<file path="src/assert_macros.svh">
// Assertion helpers shared by the RTL. Both sample on clk and are off during rst.
`ifndef ASSERT_MACROS_SVH
`define ASSERT_MACROS_SVH

// A condition that must hold at every clock edge.
`define ASSERT_ALWAYS(lbl, cond) \
  lbl: assert property (@(posedge clk) disable iff (rst) (cond)) \
    else $error("assertion failed");

// A condition that must hold at the clock edge after the antecedent.
`define ASSERT_NEXT(lbl, ante, cons) \
  lbl: assert property (@(posedge clk) disable iff (rst) (ante) |=> (cons)) \
    else $error("assertion failed");

`endif

</file>
<file path="src/tlp_pkg.sv">
package tlp_pkg;

  localparam int CORDIC_STEPS = 16;
  localparam int ATAN_LEN     = 24;
  localparam int CORDIC_RUN   = (CORDIC_STEPS > ATAN_LEN) ? ATAN_LEN : CORDIC_STEPS;

  localparam int IN_W  = 96;
  localparam int OUT_W = 56;

  localparam logic [0:0] CFG_ALPHA = 1'b0;
  localparam logic [0:0] CFG_GYRO  = 1'b1;

  localparam logic [16:0] ALPHA_RESET = 17'd64225;
  localparam logic [23:0] GYRO_RESET  = 24'd256141;
  localparam logic [16:0] ALPHA_ONE   = 17'd65536;

  localparam int DIV_W = 54;
  // ceil(2^61 / 125); exact quotient by 125 for any dividend below 2^54.
  localparam logic [54:0] DIV_RECIP = 55'd18446744073709552;

  typedef struct packed {
    logic [31:0]        mag2;   // accel_x^2 + accel_z^2
    logic signed [15:0] ay;
    logic               zero;   // all three accelerometer axes are zero
    logic               neg;    // gyro rate is negative
    logic [39:0]        gmag;   // |gyro rate| * gyro_gain
    logic [31:0]        dt;     // elapsed ms, never zero
  } entry_t;

  function automatic logic [21:0] atan_q16(input logic [4:0] i);
    logic [21:0] v;
    case (i)
      5'd0:  v = 22'd2949120;
      5'd1:  v = 22'd1740967;
      5'd2:  v = 22'd919879;
      5'd3:  v = 22'd466945;
      5'd4:  v = 22'd234379;
      5'd5:  v = 22'd117304;
      5'd6:  v = 22'd58666;
      5'd7:  v = 22'd29335;
      5'd8:  v = 22'd14668;
      5'd9:  v = 22'd7334;
      5'd10: v = 22'd3667;
      5'd11: v = 22'd1833;
      5'd12: v = 22'd917;
      5'd13: v = 22'd458;
      5'd14: v = 22'd229;
      5'd15: v = 22'd115;
      5'd16: v = 22'd57;
      5'd17: v = 22'd29;
      5'd18: v = 22'd14;
      5'd19: v = 22'd7;
      5'd20: v = 22'd4;
      5'd21: v = 22'd2;
      5'd22: v = 22'd1;
      default: v = 22'd0;
    endcase
    return v;
  endfunction

endpackage

</file>
<file path="src/tlp_front.sv">
module tlp_front (
  input  logic                  clk,
  input  logic                  rst,
  input  logic                  s_tvalid,
  output logic                  s_tready,
  // accel_x, accel_y, accel_z, gyro_x_rate, timestamp_ms
  input  logic [95:0]           s_tdata,
  input  logic [23:0]           gyro_gain,
  input  logic                  q_full,
  output logic                  q_push,
  output tlp_pkg::entry_t       q_wdata
);
  import tlp_pkg::*;

  logic [31:0]        last_time;
  logic signed [15:0] ax, ay, az, rate;
  logic [31:0]        ts, diff;
  logic signed [31:0] sqx, sqz;
  logic [15:0]        rmag;

  assign ax   = s_tdata[15:0];
  assign ay   = s_tdata[31:16];
  assign az   = s_tdata[47:32];
  assign rate = s_tdata[63:48];
  assign ts   = s_tdata[95:64];

  assign s_tready = !q_full;
  assign q_push   = s_tvalid && s_tready;

  always_comb begin
    sqx  = ax * ax;
    sqz  = az * az;
    rmag = rate[15] ? 16'(-rate) : 16'(rate);
    diff = ts - last_time;
    q_wdata.mag2 = 32'(sqx) + 32'(sqz);
    q_wdata.ay   = ay;
    q_wdata.zero = (ax == 16'sd0) && (ay == 16'sd0) && (az == 16'sd0);
    q_wdata.neg  = rate[15];
    q_wdata.gmag = 40'(rmag) * 40'(gyro_gain);
    q_wdata.dt   = (diff == 32'd0) ? 32'd1 : diff;
  end

  always_ff @(posedge clk) begin
    if (rst) begin
      last_time <= 32'd0;
    end else if (q_push) begin
      last_time <= ts;
    end
  end

endmodule

</file>
<file path="config.mk">
export PLATFORM = sky130hd
export DESIGN_NAME = tlp_front
export DESIGN_NICKNAME = d
export VERILOG_FILES = /design/src/assert_macros.svh /design/src/tlp_pkg.sv /design/src/tlp_front.sv
export SDC_FILE = /design/constraint.sdc
export NUM_CORES = 2
export LEC_CHECK = 0
export ABC_AREA = 1
export BUFFER_PORTS_ARGS = -buffer_cell sky130_fd_sc_hd__buf_4
export CAP_MARGIN = 20
export CORE_ASPECT_RATIO = 1.1
export CORE_MARGIN = 1.5
export CORE_UTILIZATION = 59
export DETAILED_ROUTE_END_ITERATION = 10
export GPL_ROUTABILITY_DRIVEN = 0
export GPL_TIMING_DRIVEN = 0
export PLACE_DENSITY = 0.81
export SYNTH_ARGS = -nofsm -noshare
export SYNTH_HDL_FRONTEND = slang
export SYNTH_SLANG_ARGS = --single-unit
</file>
<file path="constraint.sdc">
create_clock -name clk -period 6.96 [get_ports clk]
set_input_delay 0.348 -clock clk [delete_from_list [all_inputs] [get_ports clk]]
set_output_delay 0.348 -clock clk [all_outputs]
set_load 0.05 [all_outputs]
</file>
# After elaboration in Yosys (flattened, before gate mapping)
# Index checks and enable logic that the tools add are counted.
[totals] regBits=32 out_inout_bits=124 elab_cells=17
[op_classes] n_addsub=3 n_mul=3 muxes=2 n_reduce_logical=8
[ops] op="$mul 16x16->32" count=2
[ops] op="$logic_not 16->1" count=3
[ops] op="$mul 16x24->40" count=1
[ops] op="$add 32x32->32" count=1
[ops] op="$logic_not 32->1" count=1
[ops] op="$mux 32" count=1
[ops] op="$sub 32x32->32" count=1
[ops] op="$mux 16" count=1
[ops] op="$neg 16->16" count=1
[ops] op="$logic_and 1x1->1" count=3
[ops] op="$logic_not 1->1" count=1

# Logic depth before layout (Yosys ltp)
[logic_depth] depth_word=3 mapped_depth=34

# Worst setup path before layout
# Ideal clock, no wire load.
[synth_path] path_type="input -> output" from="in s_tdata[2]" to="out q_wdata[114] in the netlist's numbering" arrival_ns=7.209 required_time_ns=6.612 setup_slack_ns=-0.597 stages=28 n_path_buf=2 cell_sequence="clkbuf_1 -> buf_1 -> nand2_1 -> inv_1 -> fa_1 -> inv_1 -> fa_1 -> fa_1 -> inv_1 -> fa_1 -> inv_1 -> fa_1 -> inv_1 -> fa_1 -> inv_1 -> fa_1 -> inv_1 -> fa_1 -> ha_1 -> nand2_1 -> inv_1 -> nand2_1 -> nor3_1 -> a21oi_1 -> o21ai_0 -> nand3_1 -> nand2_1 -> xor2_1"
[synth_rtl] element="start: declaration" line="tlp_front.sv:7" source="input logic [95:0] s_tdata,"
[synth_rtl] element="end: declaration" line="tlp_front.sv:11" source="output tlp_pkg::entry_t q_wdata"

==> flow_metrics.env <==
export IMPL_status="finished, violations left"
export IMPL_violations="negative setup slack"
export IMPL_path_max_fanout=10
export IMPL_synth_cell_types=46
export IMPL_overflow=0
export IMPL_drt_total_wl_mm=133
export IMPL_ys_warn_count=0
export IMPL_reg_top3="last_time: 32 flops"
export IMPL_max_stage_delay_ns=0.58
export IMPL_final_core_util_pct=75.2
export IMPL_grt_total_usage_pct=37.1
export IMPL_start_util_pct=59.7
export IMPL_hpwl_mm=85.2
export IMPL_fmax_mhz=125
export IMPL_clock_sinks=32
export IMPL_max_cap_violations=0
export IMPL_boundaryPins=248
export IMPL_ant_nets=0
export IMPL_synth_top_area_share_pct=47.6
export IMPL_drt_wirelength_per_cell_um=23.3
export IMPL_first_pass_iters=10
export IMPL_worst_pin_slew_ns=0.852
export IMPL_syn_num_nets=5744
export IMPL_num_vias=34000
export IMPL_slew_viol_final=0
export IMPL_largest_reg_flops=32
export IMPL_async_flop_share_pct=0
export IMPL_antenna_found_initial=11
export IMPL_grt_pass1_wl_mm=175
export IMPL_setup_viol=47
export IMPL_ys_seq_area_share_pct=1.83
export IMPL_fillCellCount=3647
export IMPL_worstPathArrival_ns=7.63
export IMPL_slowest_stage="fa_1"
export IMPL_max_slew_margin_pct=43.2
export IMPL_fin_crit_ns=7.98
export IMPL_area_growth_pct=25.9
export IMPL_cts_buffers=5
export IMPL_yosys_area_top_type="fa_1"
export IMPL_drt_iter0_drc=4246
export IMPL_largest_register="last_time"
export IMPL_die_w_um=235
export IMPL_end_kind="output port"
export IMPL_rows=93
export IMPL_ys_ff_latch=32
export IMPL_detail_route_drc_violations=0
export IMPL_design_area_um2=44000
export IMPL_die_h_um=258
export IMPL_h_tree_depth=2
export IMPL_synth_cell_area_um2=35000
export IMPL_drive_gt1_share_pct=22.9
export IMPL_rr_endpoint="last_time[1]"
export IMPL_multiInputGateArea_um2=31100
export IMPL_layout_setup_ws_ns=-1.02
export IMPL_post_route_period_util_pct=115
export IMPL_rr_worst_depth=2
export IMPL_cts_hold_buf=0
export IMPL_rsz0062_at_grt="yes"
export IMPL_finalClockSkew_ns=0
export IMPL_grt_pass1_vias=34200
export IMPL_path_common_cell="fa_1"
export IMPL_placed_cell_area_um2=38200
export IMPL_cp_start_kind="primary input"
export IMPL_ys_top_cells_by_area="fa_1, inv_1, ha_1"
export IMPL_holdCritPathClass="primary input to register"
export IMPL_clock_latency_ns=0.29
export IMPL_avgSynthCellArea_um2=7.77
export IMPL_cts_root_buffer="clkbuf_16"
export IMPL_seq_area_um2=641
export IMPL_critPathLaunch="s_tdata[49]"
export IMPL_synthCells=4498
export IMPL_hold_viol=0
export IMPL_reg2reg_slack_ns=6.17
export IMPL_path_clk_slew_ns=0.06
export IMPL_routed_via_density=5.93
export IMPL_grt_max_degree=15
export IMPL_r2r_start="last_time[1]"
export IMPL_clockBufferDepth=2
export IMPL_synth_edf_count=0
export IMPL_dieArea_um2=60700
export IMPL_cts_tree="built"
export IMPL_portBuffers=223
export IMPL_crit_end="q_wdata[65]"
export IMPL_required_ns=6.61
export IMPL_core_area_um2=58500
export IMPL_critPathKind="primary input to output port"
export IMPL_synth_ff_type="dfxtp_1"
export IMPL_nets=6212
==> cells by family after synthesis <==
kind of cell | share of synthesized area (%)
other | 0.0107
XOR/XNOR | 2.71
flip-flops | 1.83
AND/OR/NAND/NOR | 16.2
AO/OA/AOI/OAI | 3.73
buffers and inverters | 17.5
adder cells (fa/ha/maj) | 58.0
==> synthesized netlist by cell type, types with 10 or more instances <==
library cell,number
nor2_1,286
ha_1,290
fa_1,832
nor4_1,19
buf_4,18
nand4_1,27
nand3_1,72
inv_1,1454
a21oi_1,95
a211oi_1,34
clkbuf_1,108
or2_2,11
nor2_2,10
nor3_1,25
buf_2,11
xnor2_1,43
nand2_1,938
o21ai_0,48
dfxtp_1,32
xor2_1,65
==> worst min-delay path by stage <==
stage	end	depth (start not counted)	startpoint	slack, ns
after floorplan	last_time[2]	1	rst	0.43
after global placement	last_time[27]	2	last_time[27]	0.45
after detailed placement	last_time[8]	2	last_time[8]	0.46
after CTS	last_time[3]	2	rst	0.28
after global routing	last_time[2]	2	rst	0.29
final	last_time[3]	2	rst	0.28
==> stage by stage <==
step,hold slack [ns],worst slack (ns),std cells,TNS [ns]
floorplan,0.426,-0.116,4498,-0.492
global placement,0.455,-1.37,5481,-47.07
detailed placement,0.458,-1.44,5481,-49.89
CTS,0.276,-0.448,5616,-9.19
global route,0.291,-1.14,5729,-34.83
finish,0.278,-1.02,5732,-31.12
==> placed cells by master, fill, tap and decap left out, types with 16 or more instances in the layout <==
master and instances:
buf_6 100, nand4_1 27, inv_1 1343, buf_12 20, clkbuf_1 35, clkbuf_16 20
ha_4 42, fa_2 59, ha_1 241, dfxtp_1 32, nand3_1 55, a21oi_1 51
nand2_2 69, nand2_4 35, a21oi_2 16, nand2_1 829, xor2_2 20, a21oi_4 28
nor2_4 21, buf_4 374, nor2_1 245, inv_2 100, buf_8 38, fa_1 773
nor2_2 31, o21ai_2 16, nor3_1 16, o21ai_0 20, xnor2_1 35, xor2_1 31
a211oi_1 32
==> area by class of cell <==
cell class	instances	area share, %
Antenna cell	5	0.0284
Timing Repair Buffer	467	9.41
Sequential cell	32	1.45
Clock inverter	2	0.0796
Buffer	140	3.36
Clock buffer	6	0.293
Inverter	1459	12.6
Tap cell	760	2.16
Multi-Input combinational cell	2861	70.7
==> routing by layer <==
| layer | vias up | part of all wire, % | track usage, % |
|---|---|---|---|
| li1 | 13600 | - | - |
| met1 | 16300 | 31 | 43.3 |
| met2 | 2909 | 45 | 62.1 |
| met3 | 1104 | 15 | 10.3 |
| met4 | 14 | 9.7 | 20.9 |
| met5 | - | 0.11 | 0 |
==> worst max-delay path: cells and delay by family <==
family / cells / cell delay [ns]
fa+ha+maj: 7 / 3.41
xor+xnor: 2 / 0.59
simple gates: 10 / 1.70
buf+inv: 10 / 1.28
compound gates: 1 / 0.25
==> repair_timing <==
action	in CTS	in global routing
pin swaps	217	275
endpoints found under the setup margin	53	50
setup buffers	128	121
resized for setup	626	425
cloned	3	3
hold endpoints to repair	0	0
Power is not shown: default switching activity piles up to over one toggle a cycle in this logic, so the estimate is an artifact.
