<file path="src/assert_macros.svh">
// Assertion helpers shared by the RTL. Both sample on clk and are off during rst.
`ifndef ASSERT_MACROS_SVH
`define ASSERT_MACROS_SVH

// A condition that must hold at every clock edge.
`define ASSERT_ALWAYS(lbl, cond) \
  lbl: assert property (@(posedge clk) disable iff (rst) (cond)) \
    else $error("assertion failed");

// A condition that must hold at the clock edge after the antecedent.
`define ASSERT_NEXT(lbl, ante, cons) \
  lbl: assert property (@(posedge clk) disable iff (rst) (ante) |=> (cons)) \
    else $error("assertion failed");

`endif

</file>
<file path="src/tlp_pkg.sv">
package tlp_pkg;

  localparam int CORDIC_STEPS = 16;
  localparam int ATAN_LEN     = 24;
  localparam int CORDIC_RUN   = (CORDIC_STEPS > ATAN_LEN) ? ATAN_LEN : CORDIC_STEPS;

  localparam int IN_W  = 96;
  localparam int OUT_W = 56;

  localparam logic [0:0] CFG_ALPHA = 1'b0;
  localparam logic [0:0] CFG_GYRO  = 1'b1;

  localparam logic [16:0] ALPHA_RESET = 17'd64225;
  localparam logic [23:0] GYRO_RESET  = 24'd256141;
  localparam logic [16:0] ALPHA_ONE   = 17'd65536;

  localparam int DIV_W = 54;
  // ceil(2^61 / 125); exact quotient by 125 for any dividend below 2^54.
  localparam logic [54:0] DIV_RECIP = 55'd18446744073709552;

  typedef struct packed {
    logic [31:0]        mag2;   // accel_x^2 + accel_z^2
    logic signed [15:0] ay;
    logic               zero;   // all three accelerometer axes are zero
    logic               neg;    // gyro rate is negative
    logic [39:0]        gmag;   // |gyro rate| * gyro_gain
    logic [31:0]        dt;     // elapsed ms, never zero
  } entry_t;

  function automatic logic [21:0] atan_q16(input logic [4:0] i);
    logic [21:0] v;
    case (i)
      5'd0:  v = 22'd2949120;
      5'd1:  v = 22'd1740967;
      5'd2:  v = 22'd919879;
      5'd3:  v = 22'd466945;
      5'd4:  v = 22'd234379;
      5'd5:  v = 22'd117304;
      5'd6:  v = 22'd58666;
      5'd7:  v = 22'd29335;
      5'd8:  v = 22'd14668;
      5'd9:  v = 22'd7334;
      5'd10: v = 22'd3667;
      5'd11: v = 22'd1833;
      5'd12: v = 22'd917;
      5'd13: v = 22'd458;
      5'd14: v = 22'd229;
      5'd15: v = 22'd115;
      5'd16: v = 22'd57;
      5'd17: v = 22'd29;
      5'd18: v = 22'd14;
      5'd19: v = 22'd7;
      5'd20: v = 22'd4;
      5'd21: v = 22'd2;
      5'd22: v = 22'd1;
      default: v = 22'd0;
    endcase
    return v;
  endfunction

endpackage

</file>
<file path="src/tlp_fifo.sv">
module tlp_fifo (
  input  logic            clk,
  input  logic            rst,
  input  logic            push,
  input  tlp_pkg::entry_t wdata,
  output logic            full,
  input  logic            pop,
  output logic            valid,
  output tlp_pkg::entry_t rdata
);
  import tlp_pkg::*;

  entry_t     mem [2];
  logic       wr_ptr, rd_ptr;
  logic [1:0] count;

  assign full  = (count == 2'd2);
  assign valid = (count != 2'd0);
  assign rdata = mem[rd_ptr];

  always_ff @(posedge clk) begin
    if (push) begin
      mem[wr_ptr] <= wdata;
    end
  end

  always_ff @(posedge clk) begin
    if (rst) begin
      wr_ptr <= 1'b0;
      rd_ptr <= 1'b0;
      count  <= 2'd0;
    end else begin
      if (push) wr_ptr <= !wr_ptr;
      if (pop)  rd_ptr <= !rd_ptr;
      count <= count + 2'(push) - 2'(pop);
    end
  end

endmodule

</file>
<file path="config.mk">
export PLATFORM = sky130hd
export DESIGN_NAME = tlp_fifo
export DESIGN_NICKNAME = d
export VERILOG_FILES = /design/src/assert_macros.svh /design/src/tlp_pkg.sv /design/src/tlp_fifo.sv
export SDC_FILE = /design/constraint.sdc
export NUM_CORES = 1
export LEC_CHECK = 0
export BUFFER_PORTS_ARGS = -buffer_cell sky130_fd_sc_hd__buf_2
export CAP_MARGIN = 20
export CORE_MARGIN = 2
export CORE_UTILIZATION = 56
export DETAILED_ROUTE_END_ITERATION = 12
export HOLD_SLACK_MARGIN = 0.12
export PLACE_DENSITY = 0.84
export SLEW_MARGIN = 20
export SYNTH_ARGS = -nofsm -noshare
export SYNTH_HDL_FRONTEND = slang
export SYNTH_SLANG_ARGS = --single-unit
</file>
<file path="constraint.sdc">
create_clock -name clk -period 11.6 [get_ports clk]
set_clock_uncertainty 0.15 [all_clocks]
set_input_delay 0.58 -clock clk [delete_from_list [all_inputs] [get_ports clk]]
set_output_delay 0.58 -clock clk [all_outputs]
set_load 0.02 [all_outputs]
</file>
* Yosys cells after proc, flatten, opt, wreduce, memory -nomap -nowiden
Memories as Yosys holds them, arrays and structs flattened. A register that Yosys moved wholly into a read port is not among the register bits.
Cells that the tools add are included.
** Storage, ports and cells
- Memories kept :: 1
- Bits in registers :: 4
- RAM bits :: 244
- Word-level logic and storage cells :: 14
** Cells by class
- Equality and inequality tests :: 1
- Add/sub/neg operators :: 2
- Mux-type cells :: 4
- Reduce and logical (&&, ||, !) cells :: 3
** Memory list
- mem :: words 2, width 122, rd ports 1, clocked after Yosys merged registers in 1, wr ports 1, RTL line tlp_fifo.sv:13 : entry_t mem [2];
** Operators by type and width (count)
- $mux 1 :: 4
- $add 2x1->2 :: 1
- $eq 2x2->1 const B :: 1
- $logic_not 1->1 :: 2
- $reduce_bool 2->1 :: 1
- $sub 2x1->2 :: 1

* Depth between registers and ports, before layout
Gate-level depths: netlist of the first run.
- Word-level depth :: 3
- Gate-level depth with buffers :: 6
- Depth with buffers taken out :: 6

* Worst setup path after synthesis of the first run
Ideal clock, no wire load.
- Path kind :: input to register
- From :: in push
- To :: mem mem[0][0] (netlist name) (enable)
- Buffers on the path :: 0
- Required time :: 10.831 ns
- Setup time :: 0.619 ns
- Slack :: 4.959 ns
- Data arrival time :: 5.872 ns
- Cell stages on the path :: 1
- Path through :: nor2b_1
** Between the ends
- Longest elaborated chain between the ends :: 2
** Ends and longest elaborated chain
- start, declared :: RTL line tlp_fifo.sv:4 : input logic push,
- $mux 1 :: RTL line tlp_fifo.sv:22 : if (push) begin
- $mux 1 (not written as such) :: RTL line tlp_fifo.sv:23 : mem[wr_ptr] <= wdata;
- end, declared :: RTL line tlp_fifo.sv:13
Every way passes these cells.

==> results.sh, run 1 <==
export IMPL_status="completed"
export IMPL_numPortBuffers=249
export IMPL_critical_path_max_stage_delay_ns=0.90
export IMPL_die_area_um2=17800
export IMPL_grt_pass1_vias=5682
export IMPL_dp_slack_ns=8.30
export IMPL_cpMaxStageDelayCell="dfxtp_4"
export IMPL_layout_drive_gt1_share=0.516
export IMPL_p_comb_frac=0.142
export IMPL_synth_edf_count=244
export IMPL_ant_nets=0
export IMPL_tns_ns=0
export IMPL_ys_top_cells_by_area="edfxtp_1, mux2_4, mux2_2"
export IMPL_finalSetupViolations=0
export IMPL_ys_seq_area_frac=0.794
export IMPL_first_iter_violations=284
export IMPL_max_slew_worst_pin_slew_ns=0.973
export IMPL_timing_final_crit_share=0.302
export IMPL_synth_cells=401
export IMPL_synth_top_area_share=0.783
export IMPL_max_freq_mhz=285
export IMPL_yosysWarnings=0
export IMPL_rsz0062_at_grt="no"
export IMPL_clockBufferDepth=3
export IMPL_cts_sinks=249
export IMPL_r2r_end="mem[1][27]"
export IMPL_synth_cell_types=15
export IMPL_rr_startpoint="wr_ptr"
export IMPL_p_clk_frac=0.358
export IMPL_ff2ff_path_depth=2
export IMPL_start_util=0.568
export IMPL_power_frac_seq=0.499
export IMPL_vdd_drop_max_mv=0.159
export IMPL_synth_commonest_cells="edfxtp_1, mux2_4, mux2_2"
export IMPL_gp_congestion=0.713
export IMPL_end_kind="output pin"
export IMPL_p_sw_frac=0.230
export IMPL_reg2reg_slack_ns=9.07
export IMPL_die_w_um=133
export IMPL_final_core_util=0.774
export IMPL_maxSlewHeadroom=0.351
export IMPL_root_buffer="clkbuf_16"
export IMPL_coreArea_um2=16500
export IMPL_min_period_ns=3.51
export IMPL_grt_overflow=0
export IMPL_syn2layout_area_growth_pct=36.3
export IMPL_crit_arrival_ns=2.78
export IMPL_cts_made_buffers=25
export IMPL_clk_pin_slew_ns=0.06
export IMPL_min_from="wdata[82]"
export IMPL_vias=5158
export IMPL_fin_nets=911
export IMPL_timing_final_max_slew_violations=0
export IMPL_grt_antenna_before_repair=2
export IMPL_cp_cell_sequence="buf_6 > mux2_2 > buf_2"
export IMPL_hold_path_endpoint="mem[0][82]"
export IMPL_grt_usage=0.218
export IMPL_hold_depth=1
export IMPL_synthArstFlopShare=0
export IMPL_wl_per_cell_um=19.3
export IMPL_intPower_uw=1660
export IMPL_clock_latency_ns=0.51
export IMPL_path_class="reg2out"
export IMPL_p_switching_uw=495
export IMPL_yosysTopAreaCell="edfxtp_1"
export IMPL_finalWorstSetupSlack_ns=8.09
export IMPL_critical_path_peak_fanout=67
export IMPL_worstHoldPathType="in2reg"
export IMPL_synth_seq_cells=249
export IMPL_drc_errors=0
export IMPL_holdWs_ns=0.142
export IMPL_htree_levels=1
export IMPL_first_pass_iters=4
export IMPL_syn_cell_area_um2=9360
export IMPL_syn_area_per_cell_um2=23.3
export IMPL_synthFlopType="edfxtp_1"
export IMPL_hold_viol_final=0
export IMPL_grt_max_degree=74
export IMPL_vias_per_cell=5.05
export IMPL_detailed_place_hpwl_um=11300
export IMPL_cts_tree="done"
export IMPL_rows=47
export IMPL_start_kind="flop"
export IMPL_die_h_um=133
export IMPL_syn_nets=529
export IMPL_routed_wl_um=19800
export IMPL_grt_pass1_wl_um=29900
export IMPL_ios=250
export IMPL_critical_path_required_ns=10.87
export IMPL_synthMostInstantiatedCell="edfxtp_1"
export IMPL_p_leak_uw=0.00503
export IMPL_p_per_area_nw_per_um2=169
export IMPL_maxCapViolCount=0
[state kept, by name (all words and copies together) (netlist names), named ones only]
signal and cells:
count 2, mem 244, rd_ptr 1, wr_ptr 1
[stage by stage]
stage,power [uW],cells,area (um^2)
final,2150,1022,12700
after global routing,2220,1021,12700
after CTS,2160,1021,12700
after detailed placement,1370,860,10800
after global placement,1350,860,10800
after floorplan,1280,401,9360
[power groups by stage]
| stage | clock network [uW] | logic (uW) | registers (uW) |
|---|---|---|---|
| floorplan | 0 | 192 | 1090 |
| global placement | 0 | 264 | 1090 |
| detailed placement | 0 | 271 | 1090 |
| global route | 820 | 323 | 1080 |
| CTS | 780 | 304 | 1080 |
| finish | 772 | 306 | 1080 |
[worst max-delay path by stage]
| stage | startpoint | to | cells after the start |
|---|---|---|---|
| final | flop | rdata[25] | 3 |
| after global placement | flop | rdata[25] | 3 |
| after CTS | flop | rdata[27] | 3 |
| after detailed placement | flop | rdata[24] | 3 |
| after floorplan | push | mem[0][0] | 1 |
| after global routing | flop | rdata[26] | 3 |
[cell type report]
cell class | instances | area [um^2]
Multi-Input combinational cell | 136 | 1800
Tap cell | 220 | 275
Clock buffer | 29 | 641
Clock inverter | 16 | 155
Timing Repair Buffer | 369 | 2440
Fill cell | 883 | 3720
Antenna cell | 1 | 2.50
Inverter | 2 | 7.51
Sequential cell | 249 | 7430
[timing repair]
action,4_1_cts,5_1_grt
hold endpoints to repair,230,0
setup endpoints to repair,0,0
hold buffers,116,0
resized for setup,0,0
setup buffers,0,0
[cells by family after synthesis]
group                    after synthesis  synth area share
XOR/XNOR                               3           0.00428
adder cells (fa/ha/maj)                2           0.00267
buffers and inverters                 16            0.0154
flip-flops                           249             0.794
multiplexers                         122             0.179
AND/OR/NAND/NOR                        9           0.00495
[metal layers]
metal	part of all wire	vias to the layer above	routed length (um)	GRT usage
li1	-	2356	-	-
met1	0.39	2540	7770	0.258
met2	0.52	226	10300	0.397
met3	0.064	34	1270	0.0510
met4	0.020	2	401	0.0621
met5	0.00066	-	13	0
[critical path: cells and delay by family, from the launching register on]
kind / cells / cell delay [ns]
flip-flops: 1 / 0.90
multiplexers: 1 / 0.43
buffers and inverters: 2 / 0.91
[layout by cell type (no fill, tap or decap)]
| cell type | synthesis | layout |
|---|---|---|
| dfxtp_4 | 0 | 1 |
| nor2_1 | 4 | 4 |
| clkinv_1 | 0 | 7 |
| clkinv_2 | 0 | 3 |
| edfxtp_1 | 244 | 244 |
| buf_6 | 9 | 1 |
| mux2_2 | 42 | 42 |
| or2_2 | 1 | 1 |
| dfxtp_1 | 5 | 4 |
| bufinv_16 | 0 | 3 |
| buf_4 | 0 | 3 |
| buf_2 | 4 | 249 |
| nor2b_1 | 3 | 2 |
| diode_2 | 0 | 1 |
| xnor2_1 | 2 | 2 |
| nor2b_4 | 0 | 1 |
| inv_6 | 0 | 1 |
| xnor3_1 | 1 | 1 |
| clkbuf_1 | 0 | 4 |
| dlygate4sd3_1 | 0 | 116 |
| clkbuf_16 | 0 | 25 |
| and2_4 | 0 | 1 |
| inv_1 | 2 | 2 |
| ha_1 | 2 | 2 |
| clkinvlp_4 | 0 | 2 |
| mux2_4 | 80 | 80 |
Power figures use the tool's default switching activity.
==> inputs of run 2 (changes only) <==
--- a/config.mk
+++ b/config.mk
@@ -8,10 +8,10 @@
 export BUFFER_PORTS_ARGS = -buffer_cell sky130_fd_sc_hd__buf_2
 export CAP_MARGIN = 20
 export CORE_MARGIN = 2
-export CORE_UTILIZATION = 56
+export CORE_UTILIZATION = 47
 export DETAILED_ROUTE_END_ITERATION = 12
 export HOLD_SLACK_MARGIN = 0.12
-export PLACE_DENSITY = 0.84
+export PLACE_DENSITY = 0.75
 export SLEW_MARGIN = 20
 export SYNTH_ARGS = -nofsm -noshare
 export SYNTH_HDL_FRONTEND = slang
==> constraint.sdc (replaced) <==
create_clock -name clk -period 3.2 [get_ports clk]
set_clock_uncertainty 0.15 [all_clocks]
set_input_delay 0.16 -clock clk [delete_from_list [all_inputs] [get_ports clk]]
set_output_delay 0.16 -clock clk [all_outputs]
set_load 0.02 [all_outputs]
==> results.sh, run 2 (synthesized netlist as in run 1, its figures left out) <==
export IMPL_clockBufferDepth=3
export IMPL_grt_pass1_wl_um=30800
export IMPL_htree_levels=1
export IMPL_rows=51
export IMPL_wl_per_cell_um=18.7
export IMPL_drc_errors=0
export IMPL_cpMaxStageDelayCell="dfxtp_4"
export IMPL_final_cells=1083
export IMPL_hold_viol_final=0
export IMPL_largest_register_ffs=244
export IMPL_numPortBuffers=249
export IMPL_first_iter_violations=329
export IMPL_reg_top3="mem x244, count x2"
export IMPL_timing_final_crit_share=0.806
export IMPL_layout_common_cells="buf_2, edfxtp_1, dlygate4sd3_1, mux2_4, mux2_2"
export IMPL_gp_congestion=0.715
export IMPL_maxSlewHeadroom=0.488
export IMPL_crit_arrival_ns=2.27
export IMPL_die_w_um=145
export IMPL_fin_nets=927
export IMPL_vdd_drop_max_mv=0.426
export IMPL_finalSetupViolations=0
export IMPL_start_util=0.479
export IMPL_grt_overflow=0
export IMPL_ios=250
export IMPL_cts_made_buffers=25
export IMPL_clock_latency_ns=0.50
export IMPL_vias_per_cell=4.88
export IMPL_place_area_um2=10900
export IMPL_maxCapViolCount=0
export IMPL_grt_pass1_vias=5681
export IMPL_layout_drive_gt1_share=0.512
export IMPL_cts_resized=0
export IMPL_min_from="wdata[107]"
export IMPL_fin_area_um2=13000
export IMPL_grt_max_degree=123
export IMPL_start_kind="flop"
export IMPL_die_area_um2=21100
export IMPL_path_class="reg2out"
export IMPL_regMostFlops="mem"
export IMPL_diodes=0
export IMPL_ant_nets=0
export IMPL_rr_startpoint="wr_ptr"
export IMPL_timing_final_max_slew_violations=0
export IMPL_cts_sinks=249
export IMPL_max_slew_worst_pin_slew_ns=0.767
export IMPL_min_period_ns=2.58
export IMPL_end_kind="output pin"
export IMPL_vias=5280
export IMPL_tns_ns=0
export IMPL_die_h_um=145
export IMPL_detailed_place_hpwl_um=11200
export IMPL_routed_wl_um=20200
export IMPL_p_per_area_nw_per_um2=610
export IMPL_first_pass_iters=5
export IMPL_layout_commonest_cell="buf_2"
export IMPL_critical_path_max_stage_delay_ns=0.84
export IMPL_p_leak_uw=0.00513
export IMPL_critical_path_peak_fanout=51
export IMPL_status="completed"
export IMPL_grt_antenna_before_repair=0
export IMPL_grt_usage=0.186
export IMPL_root_buffer="clkbuf_16"
export IMPL_max_freq_mhz=388
export IMPL_cts_tree="done"
export IMPL_worstHoldPathType="in2reg"
export IMPL_clk_pin_slew_ns=0.06
export IMPL_cp_cell_sequence="buf_4 > mux2_2 > buf_2"
export IMPL_final_core_util=0.666
export IMPL_syn2layout_area_growth_pct=39.1
export IMPL_place_inst=911
export IMPL_coreArea_um2=19500
export IMPL_critical_path_required_ns=2.89
export IMPL_rsz0062_at_grt="no"
-- run 2: cell count changes in the layout (fill, tap and decap cells not counted), moves of 3 or more --
cell / delta
clkbuf_1: +4
buf_12: +4
clkinv_1: -3
dlygate4sd3_1: +10
buf_4: +3
-- run 2: power breakdown --
part           switching (uW)  internal, uW
Clock                    1160          1730
Combinational             594           554
Sequential               81.9          3810
Total                    1840          6100
-- run 2: worst paths after layout --
check	slack [ns]	cells after the start	end
hold / removal	0.22	2	mem[0][107]
hold reg to reg	0.37	2	rd_ptr
setup / recovery	0.62	3	rdata[0]
setup reg to reg	1.27	2	mem[1][85]
-- run 2: routing by layer --
| metal | vias to the layer above | wire length (um) | track usage |
|---|---|---|---|
| met5 | - | 0 | 0 |
| met4 | 0 | 559 | 0.0544 |
| met3 | 43 | 1260 | 0.0421 |
| met2 | 243 | 10500 | 0.332 |
| met1 | 2613 | 7970 | 0.227 |
| li1 | 2381 | - | - |
-- run 2: what timing repair did --
item / in CTS / in global routing
buffers inserted: 0 / 0
hold buffers: 126 / 0
hold endpoints to repair: 249 / 0
endpoints found under the setup margin: 0 / 0
-- run 2: final cells by class --
type,count,area (um^2)
Clock buffer,35,683
Clock inverter,11,133
Fill cell,1284,6510
Inverter,2,7.51
Multi-Input combinational cell,136,1800
Sequential cell,249,7430
Tap cell,265,332
Timing Repair Buffer,385,2630
-- run 2: worst max-delay path, delay by kind of cell, from the launching register on --
| family | cells | cell delay [ns] |
|---|---|---|
| buffers and inverters | 2 | 0.53 |
| multiplexers | 1 | 0.37 |
| flip-flops | 1 | 0.84 |
-- run 2: stage by stage --
| stage | hold WS (ns) | total power (uW) | setup slack (ns) |
|---|---|---|---|
| after CTS | 0.199 | 7970 | 0.576 |
| after detailed placement | 0.201 | 4970 | 1.12 |
| after floorplan | 0.0816 | 4620 | 0.475 |
| after global placement | 0.197 | 4930 | 1.15 |
| final | 0.218 | 7940 | 0.621 |
| after global routing | 0.208 | 8180 | 0.510 |
==> inputs of run 3 (changes only) <==
--- a/config.mk
+++ b/config.mk
@@ -8,10 +8,10 @@
 export BUFFER_PORTS_ARGS = -buffer_cell sky130_fd_sc_hd__buf_2
 export CAP_MARGIN = 20
 export CORE_MARGIN = 2
-export CORE_UTILIZATION = 47
+export CORE_UTILIZATION = 52
 export DETAILED_ROUTE_END_ITERATION = 12
 export HOLD_SLACK_MARGIN = 0.12
-export PLACE_DENSITY = 0.75
+export PLACE_DENSITY = 0.79
 export SLEW_MARGIN = 20
 export SYNTH_ARGS = -nofsm -noshare
 export SYNTH_HDL_FRONTEND = slang
==> constraint.sdc (replaced) <==
create_clock -name clk -period 2.4 [get_ports clk]
set_clock_uncertainty 0.15 [all_clocks]
set_input_delay 0.12 -clock clk [delete_from_list [all_inputs] [get_ports clk]]
set_output_delay 0.12 -clock clk [all_outputs]
set_load 0.02 [all_outputs]
==> results.sh, run 3 (synthesized netlist as in run 1, its figures left out) <==
export IMPL_p_sw_frac=0.229
export IMPL_hold_depth=2
export IMPL_layout_drive_gt1_share=0.514
export IMPL_cp_cell_sequence="buf_12 > mux2_4 > buf_2"
export IMPL_grt_pass1_wl_um=30700
export IMPL_rows=49
export IMPL_path_class="reg2out"
export IMPL_postCtsSetupRepairBufs=0
export IMPL_worstHoldPathType="in2reg"
export IMPL_crit_arrival_ns=2.02
export IMPL_cts_made_buffers=25
export IMPL_min_period_ns=2.29
export IMPL_ant_nets=0
export IMPL_layout_common_cells="buf_2, edfxtp_1, dlygate4sd3_1, mux2_4, mux2_2"
export IMPL_clock_latency_ns=0.49
export IMPL_clk_pin_slew_ns=0.06
export IMPL_root_buffer="clkbuf_16"
export IMPL_max_freq_mhz=436
export IMPL_p_comb_frac=0.148
export IMPL_ff2ff_path_depth=6
export IMPL_cts_tree="done"
export IMPL_drc_errors=0
export IMPL_grt_usage=0.203
export IMPL_timing_final_crit_share=0.955
export IMPL_gp_congestion=0.742
export IMPL_p_clk_frac=0.356
export IMPL_ios=250
export IMPL_wl_per_cell_um=19.1
export IMPL_final_core_util=0.729
export IMPL_coreArea_um2=17800
export IMPL_clockBufferDepth=3
export IMPL_vias_per_cell=4.91
export IMPL_power_frac_seq=0.497
export IMPL_max_slew_worst_pin_slew_ns=0.464
export IMPL_place_inst=872
export IMPL_intPower_uw=8040
export IMPL_start_util=0.526
export IMPL_maxCapViolCount=0
export IMPL_regMostFlops="mem"
export IMPL_numPortBuffers=249
export IMPL_finalSetupViolations=0
export IMPL_first_iter_violations=340
export IMPL_final_cells=1042
export IMPL_die_h_um=138
export IMPL_r2r_end="count[1]"
export IMPL_hold_viol_final=0
export IMPL_critical_path_peak_fanout=36
export IMPL_p_per_area_nw_per_um2=805
export IMPL_detailed_place_hpwl_um=11400
export IMPL_die_area_um2=19100
export IMPL_grt_pass1_vias=5725
export IMPL_grt_antenna_before_repair=1
export IMPL_cpMaxStageDelayCell="dfxtp_4"
export IMPL_grt_max_degree=69
export IMPL_cts_resized=0
export IMPL_reg2reg_slack_ns=0.85
export IMPL_p_switching_uw=2390
export IMPL_largest_register_ffs=244
export IMPL_hold_path_endpoint="mem[0][33]"
export IMPL_syn2layout_area_growth_pct=38.5
export IMPL_min_from="wdata[33]"
export IMPL_fin_nets=924
export IMPL_maxSlewHeadroom=0.691
export IMPL_htree_levels=1
export IMPL_cts_sinks=249
export IMPL_timing_final_max_slew_violations=0
export IMPL_rsz0062_at_grt="no"
export IMPL_critical_path_required_ns=2.13
export IMPL_vias=5120
export IMPL_p_leak_uw=0.00511
export IMPL_rr_startpoint="count[0]"
export IMPL_reg_top3="mem x244, count x2"
export IMPL_grt_overflow=0
export IMPL_die_w_um=138
export IMPL_vdd_drop_max_mv=0.652
export IMPL_critical_path_max_stage_delay_ns=0.65
export IMPL_status="completed"
export IMPL_end_kind="output pin"
export IMPL_layout_commonest_cell="buf_2"
export IMPL_routed_wl_um=19900
export IMPL_first_pass_iters=4
export IMPL_start_kind="flop"
export IMPL_postCtsHoldBufs=126
[run 3: changes by cell type in the layout (fill, tap and decap cells not counted), sizes merged]
| cell | previous run | this run |
|---|---|---|
| clkbuf | 35 | 28 |
| clkinv | 7 | 12 |
| buf | 259 | 256 |
| diode | 0 | 1 |
| inv | 3 | 2 |
[run 3: power by group through the flow]
stage / registers, uW / logic, uW / clock network, uW
global placement: 5240 / 1330 / 0
detailed placement: 5260 / 1360 / 0
floorplan: 5230 / 930 / 0
global route: 5200 / 1630 / 3980
finish: 5180 / 1540 / 3710
CTS: 5180 / 1530 / 3770
[run 3: worst max-delay path by stage]
stage                 to  slack, ns  depth (start not counted)
2_1_floorplan  mem[0][0]      -0.31                          1
3_3_place_gp   rdata[23]       0.63                          3
3_5_place_dp   rdata[23]       0.61                          3
4_1_cts        rdata[23]       0.07                          3
5_1_grt        rdata[23]       0.03                          3
6_report       rdata[49]       0.11                          3
[run 3: layer usage]
| metal | vias up | global-route usage | share of wire |
|---|---|---|---|
| met3 | 33 | 0.0440 | 0.059 |
| met1 | 2491 | 0.235 | 0.38 |
| met5 | - | 0 | 0 |
| met2 | 216 | 0.382 | 0.54 |
| met4 | 0 | 0.0499 | 0.019 |
| li1 | 2380 | - | - |
[run 3: through the flow]
stage / cell area, um^2 / setup slack (ns) / total power [uW] / TNS [ns] / hold slack [ns]
floorplan: 9370 / -0.307 / 6160 / -45.66 / 0.0350
global placement: 10900 / 0.632 / 6570 / 0 / 0.158
detailed placement: 10900 / 0.613 / 6630 / 0 / 0.161
CTS: 13000 / 0.0696 / 10500 / 0 / 0.163
global route: 13000 / 0.0302 / 10800 / 0 / 0.185
finish: 13000 / 0.109 / 10400 / 0 / 0.194
[run 3: layout make-up]
type	count	area [um^2]
clock buffer	28	637
antenna	1	2.50
multi-input combinational	136	1800
sequential	249	7430
tap	229	287
inverter	2	7.51
fill	1025	4820
clock inverter	15	146
timing repair buffer	382	2650
[run 3: critical path: cells and delay by family, from the launching register on]
| family | cells | cell delay (ns) |
|---|---|---|
| flops | 1 | 0.65 |
| mux | 1 | 0.34 |
| buf+inv | 2 | 0.50 |
